--- src/rtl/cow_pkg.sv ---
package cow_pkg;

  localparam int OBJECTS       = 64;
  localparam int PAYLOAD_BYTES = 48;

  localparam int CMD_W  = 3;
  localparam int ID_W   = 6;
  localparam int OFF_W  = 6;
  localparam int BYTE_W = 8;
  localparam int TAG_W  = 64;
  localparam int STS_W  = 3;

  localparam int CNT_W       = $clog2(OBJECTS + 1);
  localparam int BYTES_TOTAL = OBJECTS * PAYLOAD_BYTES;
  localparam int ADDR_W      = $clog2(BYTES_TOTAL);
  localparam int COPY_W      = $clog2(PAYLOAD_BYTES + 1);

  typedef enum logic [CMD_W-1:0] {
    CMD_INSTALL_TAG  = 3'd0,
    CMD_INSTALL_BYTE = 3'd1,
    CMD_SEAL         = 3'd2,
    CMD_READ         = 3'd3,
    CMD_WRITE        = 3'd4,
    CMD_DROP         = 3'd5
  } cow_cmd_t;

  typedef enum logic [STS_W-1:0] {
    ST_OK         = 3'd0,
    ST_SEALED     = 3'd1,
    ST_FULL       = 3'd2,
    ST_BAD_OFFSET = 3'd3,
    ST_UNKNOWN    = 3'd4
  } cow_status_t;

  typedef enum logic [1:0] {
    S_IDLE,
    S_EXEC,
    S_COPY,
    S_RESP
  } cow_state_t;

  // controller -> datapath
  typedef struct packed {
    logic load_in;
    logic exec;
    logic copy;
    logic load_out;
  } cow_ctl_t;

  // datapath -> controller
  typedef struct packed {
    logic promote;
    logic copy_done;
    logic out_free;
  } cow_sts_t;

endpackage

--- src/rtl/cow_ctrl.sv ---
module cow_ctrl (
  input  logic              clk,
  input  logic              rst_n,
  input  logic              in_valid,
  output logic              in_ready,
  input  cow_pkg::cow_sts_t sts,
  output cow_pkg::cow_ctl_t ctl
);

  cow_pkg::cow_state_t state_r, state_nxt;

  always_ff @(posedge clk) begin
    if (!rst_n) begin
      state_r <= cow_pkg::S_IDLE;
    end else begin
      state_r <= state_nxt;
    end
  end

  always_comb begin
    state_nxt = state_r;
    unique case (state_r)
      cow_pkg::S_IDLE: begin
        if (in_valid) state_nxt = cow_pkg::S_EXEC;
      end
      cow_pkg::S_EXEC: begin
        state_nxt = sts.promote ? cow_pkg::S_COPY : cow_pkg::S_RESP;
      end
      cow_pkg::S_COPY: begin
        if (sts.copy_done) state_nxt = cow_pkg::S_RESP;
      end
      cow_pkg::S_RESP: begin
        if (sts.out_free) state_nxt = in_valid ? cow_pkg::S_EXEC : cow_pkg::S_IDLE;
      end
      default: state_nxt = cow_pkg::S_IDLE;
    endcase
  end

  always_comb begin
    in_ready     = 1'b0;
    ctl.exec     = 1'b0;
    ctl.copy     = 1'b0;
    ctl.load_out = 1'b0;
    unique case (state_r)
      cow_pkg::S_IDLE: in_ready = 1'b1;
      cow_pkg::S_EXEC: ctl.exec = 1'b1;
      cow_pkg::S_COPY: ctl.copy = 1'b1;
      cow_pkg::S_RESP: begin
        // result leaves and the next item can come in on the same edge
        ctl.load_out = sts.out_free;
        in_ready     = sts.out_free;
      end
      default: in_ready = 1'b0;
    endcase
    ctl.load_in = in_valid & in_ready;
  end

endmodule

--- config.mk ---
export PLATFORM = sky130hd
export DESIGN_NAME = cow_ctrl
export DESIGN_NICKNAME = d
export VERILOG_FILES = /design/src/rtl/cow_pkg.sv /design/src/rtl/cow_ctrl.sv
export SDC_FILE = /design/constraint.sdc
export NUM_CORES = 1
export LEC_CHECK = 0
export BUFFER_PORTS_ARGS = -buffer_cell sky130_fd_sc_hd__buf_2
export CAP_MARGIN = 25
export CELL_PAD_IN_SITES_DETAIL_PLACEMENT = 1
export CELL_PAD_IN_SITES_GLOBAL_PLACEMENT = 1
export CORE_AREA = 2 2 39 41
export DETAILED_ROUTE_END_ITERATION = 16
export DIE_AREA = 0 0 41 43
export PLACE_DENSITY = 0.46
export SYNTH_ARGS = -nofsm -noshare
export SYNTH_HDL_FRONTEND = slang
export SYNTH_SLANG_ARGS = --single-unit
--- constraint.sdc ---
create_clock -name clk -period 2.1 [get_ports clk]
set_clock_uncertainty 0.2 [all_clocks]
set_input_delay 0.21 -clock clk [delete_from_list [all_inputs] [get_ports clk]]
set_output_delay 0.21 -clock clk [all_outputs]
set_load 0.01 [all_outputs]
==> results.cfg, run 1 <==
[cells_and_area]
nets = 49
antenna_cells = 0
largestRegisters = state_r: 2 flops
finish.instance_area_um2 = 292
largest_reg_flops = 2
fillers = 168
largest-register = state_r
utilization_pct = 21.1
drive_gt1_share_pct = 37.8
area_delta_synth_final_pct = 46.5

[synth]
ys_ff_latch = 2
avgSynthCellArea_um2 = 8.29
synthDominantCellAreaShare_pct = 25.2
post-synth-top-count-cell = ha_1
syn_area_um2 = 199
ys_seq_area_share_pct = 20.1
async_flop_share_pct = 0
yosysTopAreaCell = ha_1
synth_nets = 34
ys_types = 14
synth.area.top_cells = ha_1 25%, dfxtp_1 20%, nand2b_1 9.4%, and2_1 6.3%, and3_4 5.7%
synth-main-ff-cell = dfxtp_1
synth_enable_flop_cells = 0
synthCells = 24
yosysWarnings = 0
yosys-top-cells-count = 4 x ha_1, 3 x inv_1, 3 x nand2b_1

[clocking]
cts-buffers-inserted = 3
cts_tree = done
cts-htree-levels = 1
cts.sinks = 2
postCtsHoldBufs = 0
cts_buffer_depth = 2
cts_setup_buffers = 0
cts_root_buffer = clkbuf_4
cts-resized-gates = 0
worst_skew_pair.late_latency_ps = 220
clkTransAtPathRegs_ps = 30

[placement]
pre_cts_ws_ps = 399
place_congestion = 0.669
io_buffers = 10
hpwl_um = 465
post_dp_cell_area_um2 = 269

[worst_setup_path]
crit_end = ctl[3]
slowest_delay_ps = 370
cpLargestDelayFamily = flip-flops
cp_max_fo = 4
worstSetupPathDepth = 5
end_kind = primary output
worst-setup-path-type = flop to primary output
cp.buffers_inverters = 2
arrival_ps = 1420
cp-startpoint = state_r[0]
crit_required_ps = 1690
ff2ff_setup_slack_ps = 410
slowest_stage = dfxtp_1
cp_cell_sequence = inv_1, ha_1, nor2_1, and2_1, buf_2
ff2ff_path_depth = 5
r2r-start = state_r[1]
r2r_end = state_r[0]
worst_setup_path_start_kind = flop

[min_path]
worstHoldStart = rst_n
hp-class = input pin to flop
whs_path_depth = 3

[die]
die_w_um = 41
dieArea_um2 = 1760
pin_count = 11
design.core.area_um2 = 1380
rows = 14
start_util_pct = 14.4
die_height_um = 43

[grt]
grt_usage_pct = 8.21
grt_pass1_wl_um = 903
antenna_found_initial = 0
grt_max_degree = 5
grt_overflow = 0
grt_pass1_vias = 220

[timing]
finalCritPeriodShare_pct = 87.4
fmax_ghz = 0.545
setup_tns_ps = 0
whs_ps = 37.8
maxSlewViolCount = 0
hold_viol = 0
max_slew_margin_pct = 66.3
fin_crit_ps = 1830
worstMarginPinSlew_ps = 493
rsz0062_at_grt = false
setup_viol = 0
finalWorstSetupSlack_ps = 265

[job]
maxCapViolCount = 0

[power_and_ir_drop]
vdd_drop_max_uv = 406
pwr_density_cell_nw_per_um2 = 1310
power.leakage_nw = 0.151

[route]
num_vias = 208
post_drt_via_cell_ratio = 3.92
antenna_left = 0
drc = 0
drtPass1Iterations = 2
wl_per_cell_um = 10.2
drt-initial-drc-count = 5
finalWirelength_um = 540

[outcome]
status = completed
==> metrics by stage <==
stage	power, W	instances
2_1_floorplan	0.000222	24
3_3_place_gp	0.000292	50
3_5_place_dp	0.000301	50
4_1_cts	0.000392	53
5_1_grt	0.000428	53
6_report	0.000381	53
==> worst min path at each step <==
stage / end / slack (ps)
2_1_floorplan: state_r[0] / 120
3_3_place_gp: state_r[0] / 260
3_5_place_dp: state_r[0] / 270
4_1_cts: state_r[0] / 30
5_1_grt: state_r[0] / 60
6_report: state_r[0] / 40
==> cell families (layout without fill, tap and decap cells) <==
| family | after synthesis | count (layout) | share of synthesized area, % |
|---|---|---|---|
| flip-flops | 2 | 2 | 20.1 |
| multiplexers | 1 | 1 | 5.03 |
| AO/OA/AOI/OAI | 4 | 4 | 13.8 |
| buffers and inverters | 3 | 16 | 5.66 |
| adder cells (fa/ha/maj) | 4 | 4 | 25.2 |
| AND/OR/NAND/NOR | 10 | 10 | 30.2 |
==> metal layers <==
metal,track usage [%],up-vias,part of all wire (%)
li1,-,108,-
met1,8.60,91,42
met2,11.6,9,47
met3,4.71,0,11
met4,6.00,0,0
met5,0,-,0
==> layout by cell type, fill, tap and decap left out <==
cell type,n
clkbuf_4,3
and2_1,2
and3_4,1
mux2i_1,1
nand2b_1,3
nand2_1,2
buf_2,10
a31oi_1,1
a2111oi_0,1
a21oi_1,1
dfxtp_1,2
nor2_1,1
a211oi_1,1
ha_1,4
nor2b_1,1
inv_1,3
==> layout make-up <==
type / count / area, um^2 / share of cell area (%)
multi-input cells: 19 / 148 / 50.6
repair buffers: 10 / 50.0 / 17.2
flip-flops and latches: 2 / 40.0 / 13.7
clock buffers: 3 / 22.5 / 7.73
well taps: 16 / 20.0 / 6.87
inverters: 3 / 11.3 / 3.86
==> power breakdown <==
group	switching [W]	internal (W)	leakage (nW)
Combinational	0.000121	0.000105	0.121
Sequential	0.0000162	0.0000545	0.0166
Clock	0.0000205	0.0000629	0.0138
Total	0.000158	0.000223	0.151
==> worst register-to-register path, stage by stage, from the launching register on <==
cell	delay, ps
dfxtp_1	360
inv_1	80
ha_1	180
nor2b_1	130
a2111oi_0	460
a211oi_1	140
No activity file was read; power rests on OpenSTA's default activity.
==> run 2, diff against run 1 <==
CTS_BUF_LIST = sky130_fd_sc_hd__clkbuf_8   (was unset)
==> run 2 against run 1 <==
  * Sequential cell count stayed put
  * Maximum frequency is 0.83% higher
  * Register-to-register slack hardly changed
  * Cell count stayed put
  * Non-clock buffer count stayed put
  * Count of clock-buffer cells in the layout stayed put
  * First-iteration DRC count stayed put
  * Clock power is 76% higher
  * Total power is 17% higher
  * Critical path type unchanged
  * Largest cell class unchanged
  * Highest routed layer unchanged
==> results.cfg, run 2 (same netlist as run 1, synthesis figures left out) <==
[cells_and_area]
largest_reg_flops = 2
ff_latch_area_um2 = 40.0
instances_no_fill = 53
drive_gt1_share_pct = 37.8
finish.instance_area_um2 = 310
utilization_pct = 22.4
area_delta_synth_final_pct = 56.0
antenna_cells = 0
largest-register = state_r
nets = 49
largestRegisters = state_r: 2 flops
layout_common_cells = 10 x buf_2, 4 x ha_1, 3 x inv_1, 3 x nand2b_1, 3 x clkbuf_8
multi_input_area_um2 = 148
fillers = 170
final_common_cell = buf_2

[timing]
max_slew_margin_pct = 66.3
fmax_ghz = 0.550
hold_viol = 0
setup_tns_ps = 0
maxSlewViolCount = 0
rsz0062_at_grt = false
setup_viol = 0
fin_crit_ps = 1820
finalCritPeriodShare_pct = 86.7
worstMarginPinSlew_ps = 493

[grt]
grt_pass1_wl_um = 903
gr-usage-met2_pct = 11.6
gr-max-usage-layer = met2
grt_overflow = 0
grt_usage_pct = 8.21
use_met1_pct = 8.60
grt_pass1_vias = 220
antenna_found_initial = 0
grt_use_met3_pct = 4.71
grt_max_degree = 5

[worst_setup_path]
crit_required_ps = 1690
worstSetupPathDepth = 5
cp.buffers_inverters = 2
cp_max_fo = 4
worst-setup-path-type = flop to primary output
ff2ff_path_depth = 5
arrival_ps = 1410
end_kind = primary output
cpLargestDelayFamily = flip-flops
slowest_delay_ps = 370
worst_setup_path_start_kind = flop
cp_cell_sequence = inv_1, ha_1, nor2_1, and2_1, buf_2
slowest_stage = dfxtp_1

[clocking]
worst_skew_pair.late_latency_ps = 210
cts-htree-levels = 1
cts-resized-gates = 0
cts.sinks = 2
cts-buffers-inserted = 3
cts_tree = done
postCtsHoldBufs = 0
cts_root_buffer = clkbuf_8
clkTransAtPathRegs_ps = 30
cts_buffer_depth = 2
cts_setup_buffers = 0

[route]
num_vias = 209
drc = 0
post_drt_via_cell_ratio = 3.94
drtPass1Iterations = 2
wl_per_cell_um = 10.2
antenna_left = 0
finalWirelength_um = 542
drt-initial-drc-count = 5

[placement]
io_buffers = 10
place_congestion = 0.669
place_inst = 50
post_dp_cell_area_um2 = 269
hpwl_um = 465

[min_path]
hp-class = input pin to flop
whs_path_depth = 3

[die]
start_util_pct = 14.4
pin_count = 11
die_height_um = 43
dieArea_um2 = 1760
die_w_um = 41
design.core.area_um2 = 1380
rows = 14

[outcome]
status = completed

[power_and_ir_drop]
power.leakage_nw = 0.159
power_w = 0.000445
vdd_drop_max_uv = 492
pwr_density_cell_nw_per_um2 = 1430

[job]
maxCapViolCount = 0
[run 2: cell types whose count changed in the layout (fill, tap and decap cells not counted)]
cell,change
clkbuf_4,-3
clkbuf_8,+3
[run 2: cell type report]
type / count / share of cell area, %
multi-input cells: 19 / 47.6
repair buffers: 10 / 16.1
clock buffers: 3 / 13.3
flip-flops and latches: 2 / 12.9
well taps: 16 / 6.45
inverters: 3 / 3.63
[run 2: per-stage QoR]
stage | setup slack, ps | hold WS, ps
2_1_floorplan | 569 | 124
3_5_place_dp | 399 | 267
6_report | 280 | 52.7
4_1_cts | 253 | 49.8
5_1_grt | 178 | 80.4
3_3_place_gp | 436 | 259
[run 2: power by group]
group / switching, W / leakage [nW] / total, W / internal [W]
clock network: 0.0000266 / 0.0216 / 0.000147 / 0.000121
logic: 0.000121 / 0.121 / 0.000227 / 0.000105
registers: 0.0000162 / 0.0166 / 0.0000707 / 0.0000545
[run 2: final timing paths]
check,start,endpoint,slack [ps]
max,state_r[0],ctl[3],280
min,rst_n,state_r[0],50
max reg2reg,state_r[1],state_r[0],410
min reg2reg,state_r[1],state_r[1],320
[run 2: tightest hold or removal path, cell delays in order]
cell	delay, ps
buf_2	110
inv_1	50
a211oi_1	40
[run 2: routing by layer]
layer / part of all wire, % / wire (um)
met1: 42 / 228
met2: 47 / 256
met3: 11 / 57
met4: 0 / 0
met5: 0 / 0
